<file path="src/hdl/ssf_pkg.sv">
`default_nettype none
package ssf_pkg;

	// Key and mask widths of one table entry
	localparam int ID_BITS      = 16;
	localparam int MASK_BITS    = 32;
	localparam int CAPACITY_DEF = 32;
	localparam int RESULT_LIMIT = 32;
	localparam int MATCH_W      = $clog2(RESULT_LIMIT + 1);

	// Stream widths
	localparam int S_TDATA_W = 2 * ID_BITS + 2 * MASK_BITS;
	localparam int S_TUSER_W = 2;
	localparam int M_TDATA_W = 2 * ID_BITS;
	localparam int M_TUSER_W = 3;

	// Operation codes
	localparam logic [1:0] OP_ADD  = 2'd0;
	localparam logic [1:0] OP_DEL  = 2'd1;
	localparam logic [1:0] OP_PROC = 2'd2;

	// Status codes
	localparam logic [1:0] ST_OK        = 2'd0;
	localparam logic [1:0] ST_NOT_FOUND = 2'd1;
	localparam logic [1:0] ST_FULL      = 2'd2;

	typedef struct packed {
		logic [MASK_BITS-1:0] mask;
		logic [ID_BITS-1:0]   data;
		logic [ID_BITS-1:0]   handler;
	} entry_t;

	typedef struct packed {
		logic [1:0]         status;
		logic               hit;
		logic [ID_BITS-1:0] handler;
		logic [ID_BITS-1:0] data;
		logic               last;
	} result_t;

	function automatic int addr_w(input int depth);
		return (depth > 1) ? $clog2(depth) : 1;
	endfunction

	function automatic int cnt_w(input int depth);
		return $clog2(depth + 1);
	endfunction

endpackage
`default_nettype wire

</file>
<file path="src/hdl/ssf_table.sv">
`default_nettype none
module ssf_table #(
	parameter int CAPACITY = ssf_pkg::CAPACITY_DEF
) (
	input  wire logic                                  clk,
	input  wire logic                                  we,
	input  wire logic [ssf_pkg::addr_w(CAPACITY)-1:0]  waddr,
	input  wire ssf_pkg::entry_t                       wdata,
	input  wire logic                                  re,
	input  wire logic [ssf_pkg::addr_w(CAPACITY)-1:0]  raddr,
	output ssf_pkg::entry_t                            rdata
);
	import ssf_pkg::*;

	entry_t mem_q [CAPACITY];

	// Single write port, single registered read port; read data holds when idle
	always_ff @(posedge clk) begin
		if (we) begin
			mem_q[waddr] <= wdata;
		end
		if (re) begin
			rdata <= mem_q[raddr];
		end
	end

endmodule
`default_nettype wire

</file>
<file path="src/hdl/ssf_out_reg.sv">
`default_nettype none
module ssf_out_reg (
	input  wire logic             clk,
	input  wire logic             arst_n,
	input  wire logic             push,
	input  wire ssf_pkg::result_t res,
	output logic                  push_ok,
	output logic                  out_valid,
	input  wire logic             out_ready,
	output ssf_pkg::result_t      out_res
);
	import ssf_pkg::*;

	logic valid_q;

	assign push_ok   = !valid_q || out_ready;
	assign out_valid = valid_q;

	always_ff @(posedge clk or negedge arst_n) begin
		if (!arst_n) begin
			valid_q <= 1'b0;
		end else if (push) begin
			valid_q <= 1'b1;
		end else if (out_ready) begin
			valid_q <= 1'b0;
		end
	end

	always_ff @(posedge clk) begin
		if (push) begin
			out_res <= res;
		end
	end

endmodule
`default_nettype wire

</file>
<file path="src/hdl/ssf_seq.sv">
`default_nettype none
module ssf_seq #(
	parameter int CAPACITY = ssf_pkg::CAPACITY_DEF
) (
	input  wire logic                                    clk,
	input  wire logic                                    arst_n,
	input  wire logic                                    in_valid,
	output logic                                         in_ready,
	input  wire logic [1:0]                              in_op,
	input  wire logic [ssf_pkg::ID_BITS-1:0]             in_handler,
	input  wire logic [ssf_pkg::ID_BITS-1:0]             in_data,
	input  wire logic [ssf_pkg::MASK_BITS-1:0]           in_mask,
	input  wire logic [ssf_pkg::MASK_BITS-1:0]           in_event,
	output logic                                         mem_we,
	output logic [ssf_pkg::addr_w(CAPACITY)-1:0]         mem_waddr,
	output ssf_pkg::entry_t                              mem_wdata,
	output logic                                         mem_re,
	output logic [ssf_pkg::addr_w(CAPACITY)-1:0]         mem_raddr,
	input  wire ssf_pkg::entry_t                         mem_rdata,
	output logic                                         res_valid,
	output ssf_pkg::result_t                             res,
	input  wire logic                                    push_ok
);
	import ssf_pkg::*;

	localparam int AW    = addr_w(CAPACITY);
	localparam int CNT_W = cnt_w(CAPACITY);

	typedef enum logic [2:0] {
		S_IDLE, S_PROBE, S_CMP, S_SH_INIT, S_SHIFT, S_INSERT, S_SCAN, S_FINISH
	} state_t;

	state_t               state_q;
	logic [CNT_W-1:0]     count_q;
	logic [1:0]           op_q;
	logic [ID_BITS-1:0]   h_q;
	logic [ID_BITS-1:0]   d_q;
	logic [MASK_BITS-1:0] mask_q;
	logic [MASK_BITS-1:0] ev_q;
	logic [1:0]           status_q;
	logic [CNT_W-1:0]     lo_q;
	logic [CNT_W-1:0]     hi_q;
	logic [CNT_W-1:0]     mid_q;
	logic [CNT_W-1:0]     cur_q;
	logic                 more_q;
	logic                 pend_s1;
	logic [CNT_W-1:0]     src_s1;
	logic                 pm_valid_q;
	logic [ID_BITS-1:0]   pm_h_q;
	logic [ID_BITS-1:0]   pm_d_q;
	logic [MATCH_W-1:0]   matches_q;

	logic                 is_add;
	logic                 is_del;
	logic [CNT_W:0]       mid_sum;
	logic [CNT_W-1:0]     mid;
	logic                 lo_lt_hi;
	logic                 key_lt;
	logic                 key_gt;
	logic                 match;
	logic                 stall;
	logic                 scan_done;
	logic [CNT_W-1:0]     cnt_m1;
	logic [CNT_W-1:0]     shift_dst;
	logic [CNT_W:0]       lo_p1;

	assign is_add   = (op_q == OP_ADD);
	assign is_del   = (op_q == OP_DEL);
	assign lo_lt_hi = (lo_q < hi_q);
	// Upper-bound search uses (lo+hi)/2 on a half-open range; delete probes the same
	// half-open range with the lower midpoint (lo+hi-1)/2 over the same registers
	assign mid_sum  = {1'b0, lo_q} + {1'b0, hi_q} - {{CNT_W{1'b0}}, is_del};
	assign mid      = mid_sum[CNT_W:1];
	assign key_lt   = {h_q, d_q} < {mem_rdata.handler, mem_rdata.data};
	assign key_gt   = {h_q, d_q} > {mem_rdata.handler, mem_rdata.data};
	assign match    = |(ev_q & mem_rdata.mask);
	assign stall    = pend_s1 && match && pm_valid_q && !push_ok;
	assign scan_done = (matches_q == MATCH_W'(RESULT_LIMIT)) || (!more_q && !pend_s1);
	assign cnt_m1   = count_q - 1'b1;
	assign shift_dst = is_add ? (src_s1 + 1'b1) : (src_s1 - 1'b1);
	assign lo_p1    = {1'b0, lo_q} + 1'b1;
	assign in_ready = (state_q == S_IDLE);

	// Memory port control
	always_comb begin
		mem_re    = 1'b0;
		mem_raddr = cur_q[AW-1:0];
		mem_we    = 1'b0;
		mem_waddr = shift_dst[AW-1:0];
		mem_wdata = mem_rdata;
		unique case (state_q)
			S_PROBE: begin
				mem_re    = lo_lt_hi;
				mem_raddr = mid[AW-1:0];
			end
			S_SHIFT: begin
				mem_re = more_q;
				mem_we = pend_s1;
			end
			S_INSERT: begin
				mem_we    = 1'b1;
				mem_waddr = lo_q[AW-1:0];
				mem_wdata = '{mask: mask_q, data: d_q, handler: h_q};
			end
			S_SCAN: begin
				mem_re = more_q && !scan_done && !stall;
			end
			default: begin
				mem_re = 1'b0;
			end
		endcase
	end

	// Result toward the output register
	always_comb begin
		res_valid = 1'b0;
		res       = '{status: status_q, hit: 1'b0, handler: '0, data: '0, last: 1'b1};
		unique case (state_q)
			S_SCAN: begin
				res_valid = !scan_done && pend_s1 && match && pm_valid_q;
				res       = '{status: ST_OK, hit: 1'b1, handler: pm_h_q, data: pm_d_q,
					last: 1'b0};
			end
			S_FINISH: begin
				res_valid = 1'b1;
				if (pm_valid_q) begin
					res = '{status: ST_OK, hit: 1'b1, handler: pm_h_q, data: pm_d_q,
						last: 1'b1};
				end
			end
			default: begin
				res_valid = 1'b0;
			end
		endcase
	end

	always_ff @(posedge clk or negedge arst_n) begin
		if (!arst_n) begin
			state_q    <= S_IDLE;
			count_q    <= '0;
			op_q       <= OP_ADD;
			h_q        <= '0;
			d_q        <= '0;
			mask_q     <= '0;
			ev_q       <= '0;
			status_q   <= ST_OK;
			lo_q       <= '0;
			hi_q       <= '0;
			mid_q      <= '0;
			cur_q      <= '0;
			more_q     <= 1'b0;
			pend_s1    <= 1'b0;
			src_s1     <= '0;
			pm_valid_q <= 1'b0;
			pm_h_q     <= '0;
			pm_d_q     <= '0;
			matches_q  <= '0;
		end else begin
			unique case (state_q)
				S_IDLE: begin
					if (in_valid) begin
						op_q       <= in_op;
						h_q        <= in_handler;
						d_q        <= in_data;
						mask_q     <= in_mask;
						ev_q       <= in_event;
						status_q   <= ST_OK;
						pm_valid_q <= 1'b0;
						matches_q  <= '0;
						pend_s1    <= 1'b0;
						lo_q       <= '0;
						hi_q       <= count_q;
						cur_q      <= '0;
						more_q     <= (count_q != '0);
						case (in_op)
							OP_ADD: begin
								if (count_q >= CNT_W'(CAPACITY)) begin
									status_q <= ST_FULL;
									state_q  <= S_FINISH;
								end else begin
									state_q <= S_PROBE;
								end
							end
							OP_DEL:  state_q <= S_PROBE;
							OP_PROC: state_q <= S_SCAN;
							default: state_q <= S_FINISH;
						endcase
					end
				end
				S_PROBE: begin
					if (lo_lt_hi) begin
						mid_q   <= mid;
						state_q <= S_CMP;
					end else if (is_del) begin
						status_q <= ST_NOT_FOUND;
						state_q  <= S_FINISH;
					end else begin
						state_q <= S_SH_INIT;
					end
				end
				S_CMP: begin
					state_q <= S_PROBE;
					if (key_lt) begin
						hi_q <= mid_q;
					end else if (key_gt || is_add) begin
						lo_q <= mid_q + 1'b1;
					end else begin
						lo_q    <= mid_q;
						state_q <= S_SH_INIT;
					end
				end
				S_SH_INIT: begin
					pend_s1 <= 1'b0;
					if (is_add) begin
						cur_q  <= cnt_m1;
						more_q <= (count_q > lo_q);
					end else begin
						cur_q  <= lo_p1[CNT_W-1:0];
						more_q <= (lo_p1 < {1'b0, count_q});
					end
					state_q <= S_SHIFT;
				end
				S_SHIFT: begin
					pend_s1 <= more_q;
					src_s1  <= cur_q;
					if (more_q) begin
						if (is_add) begin
							if (cur_q == lo_q) begin
								more_q <= 1'b0;
							end else begin
								cur_q <= cur_q - 1'b1;
							end
						end else begin
							if (cur_q == cnt_m1) begin
								more_q <= 1'b0;
							end else begin
								cur_q <= cur_q + 1'b1;
							end
						end
					end
					if (!more_q && !pend_s1) begin
						if (is_add) begin
							state_q <= S_INSERT;
						end else begin
							count_q <= cnt_m1;
							state_q <= S_FINISH;
						end
					end
				end
				S_INSERT: begin
					count_q <= count_q + 1'b1;
					state_q <= S_FINISH;
				end
				S_SCAN: begin
					if (scan_done) begin
						pend_s1 <= 1'b0;
						state_q <= S_FINISH;
					end else if (!stall) begin
						if (pend_s1 && match) begin
							pm_h_q     <= mem_rdata.handler;
							pm_d_q     <= mem_rdata.data;
							pm_valid_q <= 1'b1;
							matches_q  <= matches_q + 1'b1;
						end
						pend_s1 <= more_q;
						if (more_q) begin
							cur_q  <= cur_q + 1'b1;
							more_q <= (cur_q != cnt_m1);
						end
					end
				end
				S_FINISH: begin
					if (push_ok) begin
						state_q <= S_IDLE;
					end
				end
				default: state_q <= S_IDLE;
			endcase
		end
	end

endmodule
`default_nettype wire

</file>
<file path="src/hdl/sorted_subscription_filter_unit.sv">
// Steps per item: add runs its search probes (at most $clog2(CAPACITY+1)), one closing
//   probe, the move set-up, the move of the entries above the slot, the write and the issue;
//   delete is alike but has no write and no closing probe when it finds the key; process
//   scans the entries and then issues its last item.
// Throughput: one item at a time, the next one accepted the cycle after the last result is
//   issued. Reset: arst_n clears the entry count and the sequencer; entries are not cleared,
//   no clearing pass.
`default_nettype none
module sorted_subscription_filter_unit #(
	parameter int CAPACITY = ssf_pkg::CAPACITY_DEF
) (
	input  wire logic                            clk,
	input  wire logic                            arst_n,
	input  wire logic                            s_axis_tvalid,
	output logic                                 s_axis_tready,
	// handler_id [15:0], data_id [31:16], type_mask [63:32], event_type [95:64]
	input  wire logic [ssf_pkg::S_TDATA_W-1:0]   s_axis_tdata,
	// operation [1:0]
	input  wire logic [ssf_pkg::S_TUSER_W-1:0]   s_axis_tuser,
	output logic                                 m_axis_tvalid,
	input  wire logic                            m_axis_tready,
	// match_handler [15:0], match_data [31:16]
	output logic [ssf_pkg::M_TDATA_W-1:0]        m_axis_tdata,
	// status [1:0], hit [2]
	output logic [ssf_pkg::M_TUSER_W-1:0]        m_axis_tuser,
	output logic                                 m_axis_tlast
);
	import ssf_pkg::*;

	localparam int AW = addr_w(CAPACITY);

	// Input item fields
	logic [ID_BITS-1:0]   in_handler;
	logic [ID_BITS-1:0]   in_data;
	logic [MASK_BITS-1:0] in_mask;
	logic [MASK_BITS-1:0] in_event;

	assign in_handler = s_axis_tdata[ID_BITS-1:0];
	assign in_data    = s_axis_tdata[2*ID_BITS-1:ID_BITS];
	assign in_mask    = s_axis_tdata[2*ID_BITS+MASK_BITS-1:2*ID_BITS];
	assign in_event   = s_axis_tdata[S_TDATA_W-1:2*ID_BITS+MASK_BITS];

	// Table memory port
	logic          mem_we;
	logic [AW-1:0] mem_waddr;
	entry_t        mem_wdata;
	logic          mem_re;
	logic [AW-1:0] mem_raddr;
	entry_t        mem_rdata;

	// Result hand-off to the output register
	logic    res_valid;
	result_t res;
	logic    push_ok;
	result_t out_res;

	// Sequencer: binary search, shift, insert and scan over the table
	ssf_seq #(
		.CAPACITY (CAPACITY)
	) u_seq (
		.clk        (clk),
		.arst_n     (arst_n),
		.in_valid   (s_axis_tvalid),
		.in_ready   (s_axis_tready),
		.in_op      (s_axis_tuser),
		.in_handler (in_handler),
		.in_data    (in_data),
		.in_mask    (in_mask),
		.in_event   (in_event),
		.mem_we     (mem_we),
		.mem_waddr  (mem_waddr),
		.mem_wdata  (mem_wdata),
		.mem_re     (mem_re),
		.mem_raddr  (mem_raddr),
		.mem_rdata  (mem_rdata),
		.res_valid  (res_valid),
		.res        (res),
		.push_ok    (push_ok)
	);

	// Sorted subscription table, one entry per word
	ssf_table #(
		.CAPACITY (CAPACITY)
	) u_table (
		.clk   (clk),
		.we    (mem_we),
		.waddr (mem_waddr),
		.wdata (mem_wdata),
		.re    (mem_re),
		.raddr (mem_raddr),
		.rdata (mem_rdata)
	);

	// Hold one result item; the sequencer goes on while the sink stalls until the next result must wait
	ssf_out_reg u_out (
		.clk       (clk),
		.arst_n    (arst_n),
		.push      (res_valid && push_ok),
		.res       (res),
		.push_ok   (push_ok),
		.out_valid (m_axis_tvalid),
		.out_ready (m_axis_tready),
		.out_res   (out_res)
	);

	assign m_axis_tdata = {out_res.data, out_res.handler};
	assign m_axis_tuser = {out_res.hit, out_res.status};
	assign m_axis_tlast = out_res.last;

endmodule
`default_nettype wire

</file>
<file path="config.mk">
export PLATFORM = sky130hd
export DESIGN_NAME = sorted_subscription_filter_unit
export DESIGN_NICKNAME = d
export VERILOG_FILES = /design/src/hdl/ssf_pkg.sv /design/src/hdl/ssf_table.sv /design/src/hdl/ssf_out_reg.sv /design/src/hdl/ssf_seq.sv /design/src/hdl/sorted_subscription_filter_unit.sv
export SDC_FILE = /design/constraint.sdc
export NUM_CORES = 2
export LEC_CHECK = 0
export BUFFER_PORTS_ARGS = -buffer_cell sky130_fd_sc_hd__buf_2
export CORE_MARGIN = 2
export CORE_UTILIZATION = 40
export CTS_CLUSTER_SIZE = 16
export DETAILED_ROUTE_END_ITERATION = 12
export GPL_TIMING_DRIVEN = 0
export PLACE_DENSITY = 0.55
export SYNTH_ARGS = -nofsm -noshare
export SYNTH_HDL_FRONTEND = slang
export SYNTH_HIERARCHICAL = 1
export SYNTH_SLANG_ARGS = --single-unit
</file>
<file path="constraint.sdc">
create_clock -name clk -period 8.2 [get_ports clk]
set_clock_uncertainty 0.1 [all_clocks]
set_input_delay 0.82 -clock clk [delete_from_list [all_inputs] [get_ports clk]]
set_output_delay 0.82 -clock clk [all_outputs]
set_load 0.02 [all_outputs]
</file>
==> run metrics <==
dpl ws 1.64 ns; Period minus WS final 6.59 ns; crit share post-route 80.3%; Antenna Violating Nets Remaining 0; total gr overflow 0; Synth Area in Adders 1.03%; Ys Warns 6; Clock Latency Late Sink 0.88 ns; worst path required time 8.58 ns; worst setup path startpoint u_seq/lo_q[2]; Wirelength per Cell 34.9 µm; Seq/Total Area, Yosys 75.2%; # IOs 140; post-DP HPWL 193000 µm; Final WS setup 1.61 ns; mapped cell area 91800 µm²; Die ar. 233000 µm²; Clock Power Share 22.9%; Die W 483 µm; crit path capture u_table/rdata[14]; Comb power frac 38.2%; Startpoint Class register; Slew Viols, Final 0; hold path start s_axis_tdata[91]; ratio of cells with drive above 1 in the final layout 29.1%; clock sink count 2328; worst slew pin tran 1.48 ns; antenna violations before repair 13; Chip Height 483 µm; placed insts 7790; mux share of post-synthesis cell area 16.8%; share of power burned in registers 38.9%; number of fill cells in the layout 19000; Max Cap Viol 0; top_reg_cell synth edfxtp_1; Synthesized Nets 4659; Synth cell types 74; Longest Clk Path Bufs 3; worst reg-to-reg setup slack 1.61 ns; Routed WL 289000 µm; worst hold path class in2reg; switch share 35.5%; vias in the first global route 48000; EDFF count, synth 2148; P_sw 16.6 mW; Mapped Avg Cell Area 20.5 µm²; R2R depth 13; slew margin rel. 1.15%; main combinational cell family by area after synthesis multiplexers; Pre-antenna DRT Iters 5; Hold Vio Cnt, Final 0; Internal Power 30.1 mW; P per Cell Area 433 nW/µm²; final hold slack 0.0454 ns; root buffer cell clkbuf_16; vias 48700; Leakage 35.5 nW; via/cell ratio 5.89; async set or reset register ratio after synthesis 7.73%; CP endpoint kind register; simple-gate portion of the synthesized area 3.34%; Clock Pin Slew Worst Setup and Hold Paths 0.06 ns; cells after synthesis 4483; final std cells w/o fill 8266; Setup violations, final 0; DRT iter0 DRCs 6477; worst setup path category reg2reg; CTS tree yes; VDD IR max 0.217 mV; nets 5227; site row count 175; Worst R2R Start u_seq/lo_q[2]; end of the worst register-to-register path u_table/rdata[14]; post-synthesis xor/xnor area fraction 0.444%; Area growth syn-to-layout 17.5%; largest net degree at the start of global routing 80; RePlAce Congestion 0.834; highest clock rate 152 MHz; Total GRT Usage 24.7%; TritonCTS Buffers 233; Initial Utilization 40.3%; status complete, no violations; number of buffers added on ports 139; Design Power 46.7 mW; unrepaired setup endpoints after global routing no; DRC 0; first-pass GRT wire length 393000 µm; CTS resizes 0; Yosys reg bits 2328; Max H-tree Level 4; top fanout value on the critical path 10; crit path DAT 6.97 ns; core footprint 228000 µm²; Synth Area in Compound Gates 1.77%
[synthesized netlist by cell type (54+ instances only)]
cell type / number / area, µm²
edfxtp_1: 2148 / 64500
mux4_2: 602 / 13600
nand2_1: 481 / 1810
dfrtp_1: 180 / 4500
mux2_2: 115 / 1290
clkbuf_1: 110 / 413
o21ai_0: 83 / 415
nor2_1: 78 / 293
inv_1: 76 / 285
ha_1: 72 / 901
buf_2: 71 / 355
mux2i_1: 54 / 541
[kinds of logic (layout without fill, tap and decap cells)]
logic type      Yosys count  count (layout)
buf+inv                 305            1075
fa+ha+maj                74              74
simple gates            710             710
mux                     771             771
flops                  2328            2328
xor+xnor                 45              45
compound gates          250             250
other cells               0               4
[worst min-delay path by stage]
stage	end	slack [ns]	cells past startpoint
after floorplan	u_seq/mask_q[0]	0.35	2
after global placement	u_seq/mask_q[4]	0.36	2
after detailed placement	u_seq/ev_q[0]	0.36	2
after CTS	u_seq/mask_q[5]	0.003	3
after global routing	u_seq/mask_q[23]	0.02	3
final	u_seq/ev_q[27]	0.05	3
[final cells by class]
class                      count  area, µm²  area share (%)
inverter                      78        293           0.272
clock buffer                 295       6230            5.78
tap                         3009       3760            3.49
multi-input combinational   1850      21800            20.2
antenna                        4       10.0         0.00928
sequential                  2328      69000            64.0
buffer                       227       1060           0.982
clock inverter               142       1360            1.26
timing repair buffer         333       4280            3.97
[critical path, cell delays in order, from the launching register on]
cell and delay (ns):
dfrtp_1 0.37, clkbuf_1 0.40, inv_1 0.23, ha_1 0.36, inv_1 0.05, ha_1 0.33
xor2_1 0.21, o21ai_0 0.73, buf_2 0.30, buf_2 0.35, buf_2 0.53, buf_1 0.83
mux2i_1 0.24, a221oi_1 1.14
[what timing repair did]
| action | CTS | global route |
|---|---|---|
| endpoints found under the hold margin | 61 | 0 |
| setup buffers | 0 | 0 |
| hold buffers | 35 | 0 |
[sequential cells by signal, summed over array words and instances, names as in the netlist]
name / cells
u_table/mem_q: 2048
u_table/rdata: 64
u_out/out_res: 36
u_seq/ev_q: 32
u_seq/mask_q: 32
u_seq/d_q: 16
u_seq/h_q: 16
u_seq/pm_d_q: 16
u_seq/pm_h_q: 16
u_seq/count_q: 6
u_seq/cur_q: 6
u_seq/hi_q: 6
u_seq/lo_q: 6
u_seq/matches_q: 6
u_seq/mid_q: 6
u_seq/src_s1: 5
u_seq/state_q: 3
u_seq/op_q: 2
u_seq/status_q: 2
u_out/out_valid: 1
u_seq/more_q: 1
u_seq/pend_s1: 1
u_seq/pm_valid_q: 1
[cells in the final DEF, fill, tap and decap left out, types with 22 or more instances in the layout]
cell and count:
clkinv_2 39, clkbuf_16 238, dlygate4sd3_1 35, clkinv_1 62, a21oi_1 42, buf_1 22
inv_1 76, o21ai_0 51, buf_12 110, edfxtp_1 2148, dfrtp_1 180, nor2_4 32
and2_1 40, clkbuf_1 150, nor2_1 46, buf_16 23, mux4_2 602, xnor2_1 30
mux2_2 115, ha_1 72, bufinv_16 23, buf_2 211, nand2_1 480, mux2i_1 54
buf_8 26, o21ai_2 30
[stage by stage]
stage	util (%)	cell area, µm²	setup TNS (ns)
floorplan	-	91800	0
global placement	42.3	96200	-8523.24
detailed placement	43.9	99900	0
CTS	47.3	108000	0
global route	47.3	108000	0
finish	47.3	108000	0
[per-layer routing]
layer	GRT usage, %	vias up	part of all wire (%)
met3	4.48	304	8.3
met1	34.7	26900	41
met5	0	-	0
met4	5.83	0	2.2
met2	40.4	2197	49
li1	-	19300	-
[power groups by stage]
stage	sequential (mW)	combinational, mW	clock [mW]
6_report	18.2	17.8	10.7
5_1_grt	18.3	18.8	11.3
4_1_cts	18.2	17.9	10.8
3_5_place_dp	18.4	17.8	0
3_3_place_gp	18.9	16.4	0
2_1_floorplan	18.2	10.4	0
Power figures use the tool's default switching activity.
